## src/hw/rtl/esp_pkg.sv

```systemverilog
`default_nettype none
// ----------------------------------------------------------------------------
// esp_pkg: shared types and constants for the encoder setpoint panel
// Holds the quadrature step decode, key codes, register indexes and the
// per-encoder state record used by the top level and the encoder unit.
// ----------------------------------------------------------------------------
package esp_pkg;

	// Field widths.
	localparam int unsigned VoltW = 16;
	localparam int unsigned CurrW = 12;
	localparam int unsigned StepW = 10;
	localparam int unsigned CfgW  = 16;
	localparam int unsigned IdxW  = 3;

	// Configuration register indexes.
	localparam logic [IdxW-1:0] REG_VOLTAGE_LIMIT = 3'd0;
	localparam logic [IdxW-1:0] REG_CURRENT_LIMIT = 3'd1;
	localparam logic [IdxW-1:0] REG_VOLTAGE_STEP  = 3'd2;
	localparam logic [IdxW-1:0] REG_CURRENT_STEP  = 3'd3;
	localparam logic [IdxW-1:0] REG_PRESET_ONE_MV = 3'd4;
	localparam logic [IdxW-1:0] REG_PRESET_ONE_MA = 3'd5;
	localparam logic [IdxW-1:0] REG_PRESET_TWO_MV = 3'd6;
	localparam logic [IdxW-1:0] REG_PRESET_TWO_MA = 3'd7;

	// Touch key codes.
	localparam logic [2:0] KEY_MEM_ONE = 3'd1;
	localparam logic [2:0] KEY_MEM_TWO = 3'd2;
	localparam logic [2:0] KEY_OUTPUT  = 3'd4;

	// Memory light patterns (bit 0 memory one, bit 1 memory two).
	localparam logic [1:0] LIGHTS_OFF = 2'b00;
	localparam logic [1:0] LIGHTS_ONE = 2'b01;
	localparam logic [1:0] LIGHTS_TWO = 2'b10;

	// Direction of one decoded quadrature count, as seen by the setpoint.
	typedef enum logic [1:0] {
		STEP_NONE = 2'b00,
		STEP_UP   = 2'b01,
		STEP_DOWN = 2'b10
	} step_t;

	// Per-encoder tracking state.
	typedef struct packed {
		logic [2:0] prev;
		logic [3:0] hist;
	} enc_state_t;

	// Decode a 4-bit transition history into a setpoint direction.
	function automatic step_t step_lookup(input logic [3:0] hist);
		step_t s;
		case (hist)
			4'd1, 4'd7, 4'd8, 4'd14:  s = STEP_UP;
			4'd2, 4'd4, 4'd11, 4'd13: s = STEP_DOWN;
			default:                  s = STEP_NONE;
		endcase
		return s;
	endfunction

endpackage
`default_nettype wire

```

## src/hw/rtl/encoder_setpoint_panel.sv

```systemverilog
`default_nettype none
// ----------------------------------------------------------------------------
// encoder_setpoint_panel: bench supply front panel controller
// Turns encoder samples and touch-key codes into setpoints and panel state.
// ----------------------------------------------------------------------------
// Usage:
// Each transfer on the slave stream carries one panel sample: both encoders'
// pins and, flagged in tuser, whether the encoder sample and the key code
// are to be processed. Every sample produces exactly one result transfer on
// the master stream with the setpoints, output enable, memory lights and
// the two converter write strobes.
// A sample accepted into the input register moves on into the result
// register, where its result is held until taken. One sample is accepted
// per cycle while the receiver keeps taking results; the panel state is
// updated as each sample moves from the input register into the result
// register.
// When the receiver stalls, the result register holds and the input
// register still takes one more sample; s_tready then drops until the
// result is taken.
// Reset clears the panel state (current setpoint 1500 mA, voltage zero,
// output off, lights off) and loads default register values. The user must
// write registers (cfg_wen/cfg_index/cfg_wdata) while idle; not enforced.
// ----------------------------------------------------------------------------
module encoder_setpoint_panel (
	input  wire logic                        clk,
	input  wire logic                        arst_n,
	// Configuration write port.
	input  wire logic                        cfg_wen,
	input  wire logic [esp_pkg::IdxW-1:0]    cfg_index,
	input  wire logic [esp_pkg::CfgW-1:0]    cfg_wdata,
	// Sample stream.
	input  wire logic                        s_tvalid,
	output logic                             s_tready,
	// [2:0] voltage_encoder_bits, [5:3] current_encoder_bits, [8:6] key_code,
	// [15:9] zero
	input  wire logic [15:0]                 s_tdata,
	// [0] encoder_sample_valid, [1] key_valid
	input  wire logic [1:0]                  s_tuser,
	// Result stream.
	output logic                             m_tvalid,
	input  wire logic                        m_tready,
	// [15:0] voltage_setpoint_mv, [27:16] current_setpoint_ma,
	// [28] output_enabled, [29] memory_one_lit, [30] memory_two_lit,
	// [31] voltage_write, [32] current_write, [39:33] zero
	output logic [39:0]                      m_tdata
);
	import esp_pkg::*;

	// Configuration registers.
	logic [VoltW-1:0] v_limit_q, v_preset1_q, v_preset2_q;
	logic [CurrW-1:0] c_limit_q, c_preset1_q, c_preset2_q;
	logic [StepW-1:0] v_incr_q, c_incr_q;

	// Panel state.
	enc_state_t       v_enc_q, c_enc_q;
	logic [VoltW-1:0] v_target_q;
	logic [CurrW-1:0] c_target_q;
	logic             out_on_q;
	logic [1:0]       lights_q;

	// Input register.
	logic             valid_s1;
	logic [15:0]      data_s1;
	logic [1:0]       user_s1;

	logic             advance;

	// Next-state signals.
	enc_state_t       v_enc_nx, c_enc_nx;
	logic [VoltW-1:0] v_enc_tgt, c_enc_tgt_w;
	logic             v_moved, c_moved;
	logic [VoltW-1:0] v_target_nx;
	logic [CurrW-1:0] c_target_nx;
	logic             out_on_nx;
	logic [1:0]       lights_nx;
	logic             v_write, c_write;

	// Configuration writes.
	always_ff @(posedge clk or negedge arst_n) begin
		if (!arst_n) begin
			v_limit_q   <= VoltW'(15000);
			c_limit_q   <= CurrW'(1500);
			v_incr_q    <= StepW'(50);
			c_incr_q    <= StepW'(50);
			v_preset1_q <= VoltW'(3300);
			c_preset1_q <= CurrW'(500);
			v_preset2_q <= VoltW'(5000);
			c_preset2_q <= CurrW'(500);
		end else if (cfg_wen) begin
			case (cfg_index)
				REG_VOLTAGE_LIMIT: v_limit_q   <= cfg_wdata[VoltW-1:0];
				REG_CURRENT_LIMIT: c_limit_q   <= cfg_wdata[CurrW-1:0];
				REG_VOLTAGE_STEP:  v_incr_q    <= cfg_wdata[StepW-1:0];
				REG_CURRENT_STEP:  c_incr_q    <= cfg_wdata[StepW-1:0];
				REG_PRESET_ONE_MV: v_preset1_q <= cfg_wdata[VoltW-1:0];
				REG_PRESET_ONE_MA: c_preset1_q <= cfg_wdata[CurrW-1:0];
				REG_PRESET_TWO_MV: v_preset2_q <= cfg_wdata[VoltW-1:0];
				REG_PRESET_TWO_MA: c_preset2_q <= cfg_wdata[CurrW-1:0];
				default: begin
				end
			endcase
		end
	end

	// Handshake: the input register moves on whenever the result register
	// is empty or its result is being taken.
	assign advance  = !m_tvalid || m_tready;
	assign s_tready = !valid_s1 || advance;

	always_ff @(posedge clk or negedge arst_n) begin
		if (!arst_n) begin
			valid_s1 <= 1'b0;
		end else if (s_tready) begin
			valid_s1 <= s_tvalid;
		end
	end

	always_ff @(posedge clk) begin
		if (s_tready && s_tvalid) begin
			data_s1 <= s_tdata;
			user_s1 <= s_tuser;
		end
	end

	// Encoder channels.
	esp_encoder u_v_enc (
		.bits        (data_s1[2:0]),
		.state       (v_enc_q),
		.target      (v_target_q),
		.incr        (v_incr_q),
		.limit       (v_limit_q),
		.state_next  (v_enc_nx),
		.target_next (v_enc_tgt),
		.moved       (v_moved)
	);

	esp_encoder u_c_enc (
		.bits        (data_s1[5:3]),
		.state       (c_enc_q),
		.target      ({{(VoltW - CurrW){1'b0}}, c_target_q}),
		.incr        (c_incr_q),
		.limit       ({{(VoltW - CurrW){1'b0}}, c_limit_q}),
		.state_next  (c_enc_nx),
		.target_next (c_enc_tgt_w),
		.moved       (c_moved)
	);

	// Combine encoder moves with the touch key, the key acting last.
	always_comb begin
		v_target_nx = v_target_q;
		c_target_nx = c_target_q;
		out_on_nx   = out_on_q;
		lights_nx   = lights_q;
		v_write     = 1'b0;
		c_write     = 1'b0;
		if (user_s1[0]) begin
			if (v_moved) begin
				v_target_nx = v_enc_tgt;
				v_write     = 1'b1;
			end
			if (c_moved) begin
				c_target_nx = c_enc_tgt_w[CurrW-1:0];
				c_write     = 1'b1;
				lights_nx   = LIGHTS_OFF;
			end
		end
		if (user_s1[1]) begin
			case (data_s1[8:6])
				KEY_MEM_ONE: begin
					v_target_nx = v_preset1_q;
					c_target_nx = c_preset1_q;
					lights_nx   = LIGHTS_ONE;
					v_write     = 1'b1;
					c_write     = 1'b1;
				end
				KEY_MEM_TWO: begin
					v_target_nx = v_preset2_q;
					c_target_nx = c_preset2_q;
					lights_nx   = LIGHTS_TWO;
					v_write     = 1'b1;
					c_write     = 1'b1;
				end
				KEY_OUTPUT: begin
					out_on_nx = !out_on_q;
					if (!out_on_q) begin
						v_write = 1'b1;
					end
				end
				default: begin
				end
			endcase
		end
	end

	// Panel state update, once per sample leaving the input register.
	always_ff @(posedge clk or negedge arst_n) begin
		if (!arst_n) begin
			v_enc_q    <= '0;
			c_enc_q    <= '0;
			v_target_q <= '0;
			c_target_q <= CurrW'(1500);
			out_on_q   <= 1'b0;
			lights_q   <= LIGHTS_OFF;
		end else if (valid_s1 && advance) begin
			if (user_s1[0]) begin
				v_enc_q <= v_enc_nx;
				c_enc_q <= c_enc_nx;
			end
			v_target_q <= v_target_nx;
			c_target_q <= c_target_nx;
			out_on_q   <= out_on_nx;
			lights_q   <= lights_nx;
		end
	end

	// Result register.
	always_ff @(posedge clk or negedge arst_n) begin
		if (!arst_n) begin
			m_tvalid <= 1'b0;
		end else if (advance) begin
			m_tvalid <= valid_s1;
		end
	end

	always_ff @(posedge clk) begin
		if (valid_s1 && advance) begin
			m_tdata <= {7'b0, c_write, v_write, lights_nx[1], lights_nx[0], out_on_nx,
				c_target_nx, v_target_nx};
		end
	end

	// A sample leaving the input register always lands in the result register.
	a_s1_to_out: assert property (@(posedge clk) disable iff (!arst_n)
		(valid_s1 && advance) |=> m_tvalid)
		else $error("sample lost between input and result register");

	// Both memory lights are never lit together.
	a_lights: assert property (@(posedge clk) disable iff (!arst_n)
		lights_q != 2'b11)
		else $error("both memory lights lit");

	// Back-pressure only with a full input register and a stalled result.
	a_ready: assert property (@(posedge clk) disable iff (!arst_n)
		!s_tready |-> (valid_s1 && m_tvalid && !m_tready))
		else $error("input stalled without cause");

	// Panel state holds while the result is stalled.
	a_hold: assert property (@(posedge clk) disable iff (!arst_n)
		(m_tvalid && !m_tready) |=> ($stable(v_target_q) && $stable(c_target_q)
			&& $stable(lights_q) && $stable(out_on_q)))
		else $error("panel state changed during a stall");

endmodule
`default_nettype wire

```

## src/hw/rtl/esp_encoder.sv

```systemverilog
`default_nettype none
// ----------------------------------------------------------------------------
// esp_encoder: one quadrature encoder channel
// Tracks the sample history, decodes a count and moves the setpoint by one
// increment, clamped between zero and the limit.
// ----------------------------------------------------------------------------
module esp_encoder (
	input  wire logic [2:0]                    bits,
	input  wire esp_pkg::enc_state_t           state,
	input  wire logic [esp_pkg::VoltW-1:0]     target,
	input  wire logic [esp_pkg::StepW-1:0]     incr,
	input  wire logic [esp_pkg::VoltW-1:0]     limit,
	output esp_pkg::enc_state_t                state_next,
	output logic [esp_pkg::VoltW-1:0]          target_next,
	output logic                               moved
);
	import esp_pkg::*;

	logic          changed;
	logic [3:0]    hist_new;
	step_t         step;
	logic [VoltW:0] sum;
	logic [VoltW:0] diff;

	// History shift and step decode.
	assign changed  = (bits != state.prev);
	assign hist_new = {state.hist[1:0], bits[1:0]};
	assign step     = step_lookup(hist_new);

	assign sum  = {1'b0, target} + {{(VoltW + 1 - StepW){1'b0}}, incr};
	assign diff = {1'b0, target} - {{(VoltW + 1 - StepW){1'b0}}, incr};

	// Next state and clamped setpoint.
	always_comb begin
		state_next  = state;
		target_next = target;
		moved       = 1'b0;
		if (changed) begin
			state_next.prev = bits;
			state_next.hist = hist_new;
			case (step)
				STEP_UP: begin
					moved = 1'b1;
					if (sum > {1'b0, limit}) begin
						target_next = limit;
					end else begin
						target_next = sum[VoltW-1:0];
					end
				end
				STEP_DOWN: begin
					moved = 1'b1;
					if (diff[VoltW]) begin
						target_next = '0;
					end else if (diff > {1'b0, limit}) begin
						target_next = limit;
					end else begin
						target_next = diff[VoltW-1:0];
					end
				end
				default: begin
					moved = 1'b0;
				end
			endcase
		end
	end

endmodule
`default_nettype wire
```

## config.mk

```make
export PLATFORM = sky130hd
export DESIGN_NAME = encoder_setpoint_panel
export DESIGN_NICKNAME = d
export VERILOG_FILES = /design/src/hw/rtl/esp_pkg.sv /design/src/hw/rtl/encoder_setpoint_panel.sv /design/src/hw/rtl/esp_encoder.sv
export SDC_FILE = /design/constraint.sdc
export NUM_CORES = 1
export LEC_CHECK = 0
export BUFFER_PORTS_ARGS = -buffer_cell sky130_fd_sc_hd__buf_2
export CAP_MARGIN = 20
export CORE_MARGIN = 2
export CORE_UTILIZATION = 56
export CTS_CLUSTER_DIAMETER = 200
export DETAILED_ROUTE_END_ITERATION = 16
export PLACE_DENSITY = 0.78
export SLEW_MARGIN = 10
export SYNTH_ARGS = -nofsm -noshare
export SYNTH_HDL_FRONTEND = slang
export SYNTH_SLANG_ARGS = --single-unit
```

## constraint.sdc

```tcl
create_clock -name clk -period 4.4 [get_ports clk]
set_clock_uncertainty 0.15 [all_clocks]
set_input_delay 0 -clock clk [delete_from_list [all_inputs] [get_ports clk]]
set_output_delay 0 -clock clk [all_outputs]
set_load 0.05 [all_outputs]
```

==> reports/summary.log <==
[detailed_routing] total via count after detailed routing 12200
[pwr] Power Dens Cells 914 nW/um2
[detailed_routing] number of vias per cell 6.46
[status] failing checks negative setup slack
[cells_and_area] core occupancy in the finished layout 75.3%
[placed_design] total instance count after detailed placement 1783
[critical_path] register-to-register path setup slack -0.36 ns
[yosys] flop and latch count out of synthesis 187
[placed_design] PortBufs 69
[clocking] maximum root-to-sink buffer count 2
[floorplanning] Die X-Extent 154 um
[timing] Final Hold Viols 0
[yosys] synthesized netlist cell count 1318
[floorplanning] Initial Utilization 56.5%
[detailed_routing] count of TritonRoute iterations in the first routing pass 6
[critical_path] worst path arrival time 4.78 ns
[timing] share of the clock period used by the worst path 108%
[min_path] hold path endpoint v_limit_q[0]
[detailed_routing] Final Routed Wirelength 42600 um
[yosys] top cells by area in the synthesized netlist sky130_fd_sc_hd__dfrtp_1 (18%), sky130_fd_sc_hd__edfxtp_1 (10%), sky130_fd_sc_hd__dfstp_2 (10%), sky130_fd_sc_hd__ha_1 (9.9%), sky130_fd_sc_hd__mux2_2 (7.8%)
[clocking] Skew-Pair Late Insertion Delay 0.46 ns
[critical_path] Reg2Reg Launch Point v_incr_q[0]
[cells_and_area] number of nets in the layout 1741
[yosys] number of flops mapped to enable cells by yosys 44
[critical_path] type of the setup path with the least slack flip-flop to flip-flop
[placed_design] total cell area at the placement stage 14500 um2
[detailed_routing] wire per inst 22.5 um
[yosys] post-synthesis sequential area ratio 39.2%
[critical_path] crit path max fanout 5
[clocking] CTS H-tree lvls 4
[critical_path] reg-to-reg endpoint m_tdata[9]
[timing] worst slew margin relative to its limit 15.8%
[global_route] GR Overflow Total 0
[yosys] number of different library cells in the post-synthesis netlist 84
[yosys] fraction of registers with async set/reset 76.5%
[yosys] library cell occupying the most area in the post-synthesis netlist sky130_fd_sc_hd__dfrtp_1
[critical_path] critical path data required time 4.42 ns
[yosys] Synth Warn # 0
[floorplanning] I/O pins 84
[timing] Final WS setup -0.357 ns
[timing] final-report setup violation count 35
[clocking] number of buffers created by CTS 17
[floorplanning] standard cell core area 22400 um2
[timing] number of slew-limit violations in the final report 0
[clocking] Clock Sink Count 187
[cells_and_area] fraction of layout cells with a size suffix above 1 39.2%
[critical_path] Critical Path End Type flip-flop
[critical_path] launch point of the critical path v_incr_q[0]
[min_path] Worst Hold Depth 4
[yosys] proportion of netlist area held by the largest area contributor 18.4%
[floorplanning] floorplan row count 55
[critical_path] delay of the slowest cell on the worst path 0.45 ns
[status] status complete, but fails checks
[clocking] clock tree root driver cell sky130_fd_sc_hd__clkbuf_16
[critical_path] series of cell instances along the critical path ha_4 -> inv_4 -> fa_2 -> nor3_4 -> o311ai_2 -> a31oi_1 -> buf_4 -> o211ai_1 -> xnor2_1 -> ha_1 -> nand4_1 -> nor2_1 -> a211o_1 -> o31a_1 -> or2_4 -> buf_6 -> o211a_1 -> a211oi_2 -> a21oi_1
[global_route] maximum number of pins on one net before global-route repair 62
[global_route] initial antenna violation count 0
[cells_and_area] final standard cell count with taps included and fillers excluded 1893
[run] number of violations of the max-capacitance limit 0
[global_route] GR Util All Layers 34.3%
[detailed_routing] detailed-route DRC error count 0
[floorplanning] Die Area 23800 um2
[pwr] Max rail drop VDD 0.675 mV
[placed_design] Post-DP HPWL 28400 um
[floorplanning] die height 154 um
[detailed_routing] number of routed nets with antenna violations 0
[global_route] global-route wire length before repair 63600 um
[timing] Max Freq 210 MHz
[detailed_routing] first-iteration detailed-routing DRC count 1386
[clocking] CTS tree built
[yosys] dominant register cell in the synthesized netlist sky130_fd_sc_hd__dfrtp_1
[timing] setup repair after global routing missed its margin yes
[min_path] worst hold start cfg_wen
[critical_path] Worst setup SP type flip-flop
[yosys] Cell Area, Synth 12700 um2
[yosys] Mapped Avg Cell Area 9.61 um2
[cells_and_area] antenna cell count 0
[timing] Final min period 4.76 ns
[cells_and_area] area overhead of the layout relative to synthesis 33.3%
[pwr] Leak 7.21 nW
[placed_design] Final Wtd Congestion 1.01
[cells_and_area] post-route cell area 16900 um2
[clocking] clock edge transition at the registers on the reported setup and hold paths 0.08 ns
[global_route] number of global-route vias before repair 12000
[critical_path] Crit-path slowest cell sky130_fd_sc_hd__dfrtp_1
[critical_path] R2R cell count 19
[min_path] Min-Delay Path Class input port to flip-flop
[timing] worst slew pin tran 1.26 ns
[critical path, delay by kind of cell (launching register included)]
kind	cells	cell delay [ns]
AO/OA/AOI/OAI	8	1.64
adder cells (fa/ha/maj)	3	0.90
XOR/XNOR	1	0.22
AND/OR/NAND/NOR	4	0.78
flip-flops	1	0.45
buffers and inverters	3	0.35
[area by class of cell]
class | instances | area [um2]
clock buffers | 20 | 479
clock inverters | 12 | 141
fillers | 1450 | 5540
inverters | 79 | 299
multi-input cells | 988 | 8210
flip-flops and latches | 187 | 4960
well taps | 285 | 357
repair buffers | 322 | 2440
[metal layers]
layer / global-route usage (%) / share of wire (%) / routed length (um)
met1: 44.0 / 39 / 16700
met2: 56.6 / 48 / 20300
met3: 6.61 / 8.1 / 3450
met4: 15.5 / 4.9 / 2090
met5: 0 / 0 / 0
[sequential cells by signal (all words and copies together), names as in the netlist]
signal       cells
v_preset2_q     16
m_tdata         33
v_target_q      16
data_s1          9
valid_s1         1
user_s1          2
m_tvalid         1
c_limit_q       12
v_preset1_q     16
v_enc_q          3
v_incr_q        10
c_enc_q          3
c_target_q      12
c_preset1_q     12
c_incr_q        10
lights_q         2
v_limit_q       16
out_on_q         1
c_preset2_q     12
[power by group]
part	switching (W)	internal (W)	total, W
logic	0.00586	0.00523	0.0111
clock network	0.000785	0.000831	0.00162
registers	0.000373	0.00236	0.00274
total	0.00702	0.00842	0.0154
[repair_timing]
action	CTS	global route
setup buffers	21	20
pin swaps	55	93
resized for setup	104	119
hold endpoints to repair	226	0
hold buffers	35	0
gates cloned	1	2
endpoints found under the setup margin	56	56
[worst max path at each step]
stage | to | slack, ns | cells past startpoint
after CTS | v_target_q[11] | -0.04 | 19
after global placement | m_tdata[24] | -0.45 | 15
after detailed placement | m_tdata[17] | -0.53 | 16
final | m_tdata[9] | -0.36 | 19
after floorplan | m_tdata[11] | -0.02 | 18
after global routing | m_tdata[9] | -0.45 | 19
[synthesized netlist by cell type (10+ instances only)]
| cell | number |
|---|---|
| sky130_fd_sc_hd__xnor2_1 | 37 |
| sky130_fd_sc_hd__and3_1 | 10 |
| sky130_fd_sc_hd__o21ai_1 | 10 |
| sky130_fd_sc_hd__nor3_1 | 33 |
| sky130_fd_sc_hd__inv_1 | 77 |
| sky130_fd_sc_hd__nor2_1 | 71 |
| sky130_fd_sc_hd__o21ai_0 | 96 |
| sky130_fd_sc_hd__nand2_1 | 95 |
| sky130_fd_sc_hd__a21oi_1 | 92 |
| sky130_fd_sc_hd__nand3_1 | 40 |
| sky130_fd_sc_hd__or2_2 | 12 |
| sky130_fd_sc_hd__nand2b_1 | 11 |
| sky130_fd_sc_hd__xor2_1 | 15 |
| sky130_fd_sc_hd__dfstp_2 | 50 |
| sky130_fd_sc_hd__o31ai_1 | 12 |
| sky130_fd_sc_hd__clkbuf_1 | 45 |
| sky130_fd_sc_hd__a221oi_1 | 14 |
| sky130_fd_sc_hd__nand4_1 | 16 |
| sky130_fd_sc_hd__mux2_2 | 88 |
| sky130_fd_sc_hd__a211oi_1 | 14 |
| sky130_fd_sc_hd__nor2b_1 | 20 |
| sky130_fd_sc_hd__edfxtp_1 | 44 |
| sky130_fd_sc_hd__dfrtp_1 | 93 |
| sky130_fd_sc_hd__ha_1 | 100 |
| sky130_fd_sc_hd__a22oi_1 | 27 |
[cells in the final DEF, fill, tap and decap left out, types with 8 or more instances in the layout]
master / netlist / final
sky130_fd_sc_hd__o21ai_0: 96 / 75
sky130_fd_sc_hd__mux2_2: 88 / 79
sky130_fd_sc_hd__ha_1: 100 / 86
sky130_fd_sc_hd__buf_2: 7 / 68
sky130_fd_sc_hd__dfstp_2: 50 / 50
sky130_fd_sc_hd__o21ai_2: 0 / 11
sky130_fd_sc_hd__edfxtp_1: 44 / 44
sky130_fd_sc_hd__mux2_4: 0 / 9
sky130_fd_sc_hd__a22oi_1: 27 / 26
sky130_fd_sc_hd__or2_2: 12 / 9
sky130_fd_sc_hd__and3_1: 10 / 8
sky130_fd_sc_hd__buf_4: 8 / 203
sky130_fd_sc_hd__a211oi_2: 0 / 10
sky130_fd_sc_hd__nor2b_1: 20 / 15
sky130_fd_sc_hd__nor2_1: 71 / 69
sky130_fd_sc_hd__a221oi_2: 0 / 10
sky130_fd_sc_hd__a21oi_1: 92 / 70
sky130_fd_sc_hd__dlygate4sd3_1: 0 / 35
sky130_fd_sc_hd__nor3_1: 33 / 24
sky130_fd_sc_hd__ha_4: 0 / 12
sky130_fd_sc_hd__nand3_1: 40 / 36
sky130_fd_sc_hd__xnor2_1: 37 / 36
sky130_fd_sc_hd__a21oi_2: 2 / 19
sky130_fd_sc_hd__inv_1: 77 / 74
sky130_fd_sc_hd__nand2b_1: 11 / 10
sky130_fd_sc_hd__clkbuf_16: 0 / 21
sky130_fd_sc_hd__nand2_1: 95 / 94
sky130_fd_sc_hd__a22o_1: 9 / 9
sky130_fd_sc_hd__dfrtp_1: 93 / 92
sky130_fd_sc_hd__buf_6: 2 / 11
sky130_fd_sc_hd__o21ai_1: 10 / 20
sky130_fd_sc_hd__xor2_1: 15 / 14
sky130_fd_sc_hd__nand4_1: 16 / 16
[cells by family after synthesis]
kind of cell	share of synthesized area [%]
simple gates	13.8
buf+inv	4.96
fa+ha+maj	10.5
other cells	0.0296
compound gates	19.5
flops	39.2
mux	8.38
xor+xnor	3.60
[per-stage QoR]
step	hold WS (ns)	TNS [ns]	setup WS, ns	power (W)
after floorplan	-0.446	-0.0273	-0.0248	0.00787
after global placement	-0.272	-13.41	-0.453	0.0107
after detailed placement	-0.274	-16.35	-0.530	0.0110
after CTS	0.0997	-0.0982	-0.0438	0.0136
after global routing	0.110	-11.16	-0.450	0.0162
final	0.109	-5.82	-0.357	0.0154
(Power assumes the default switching activity.)
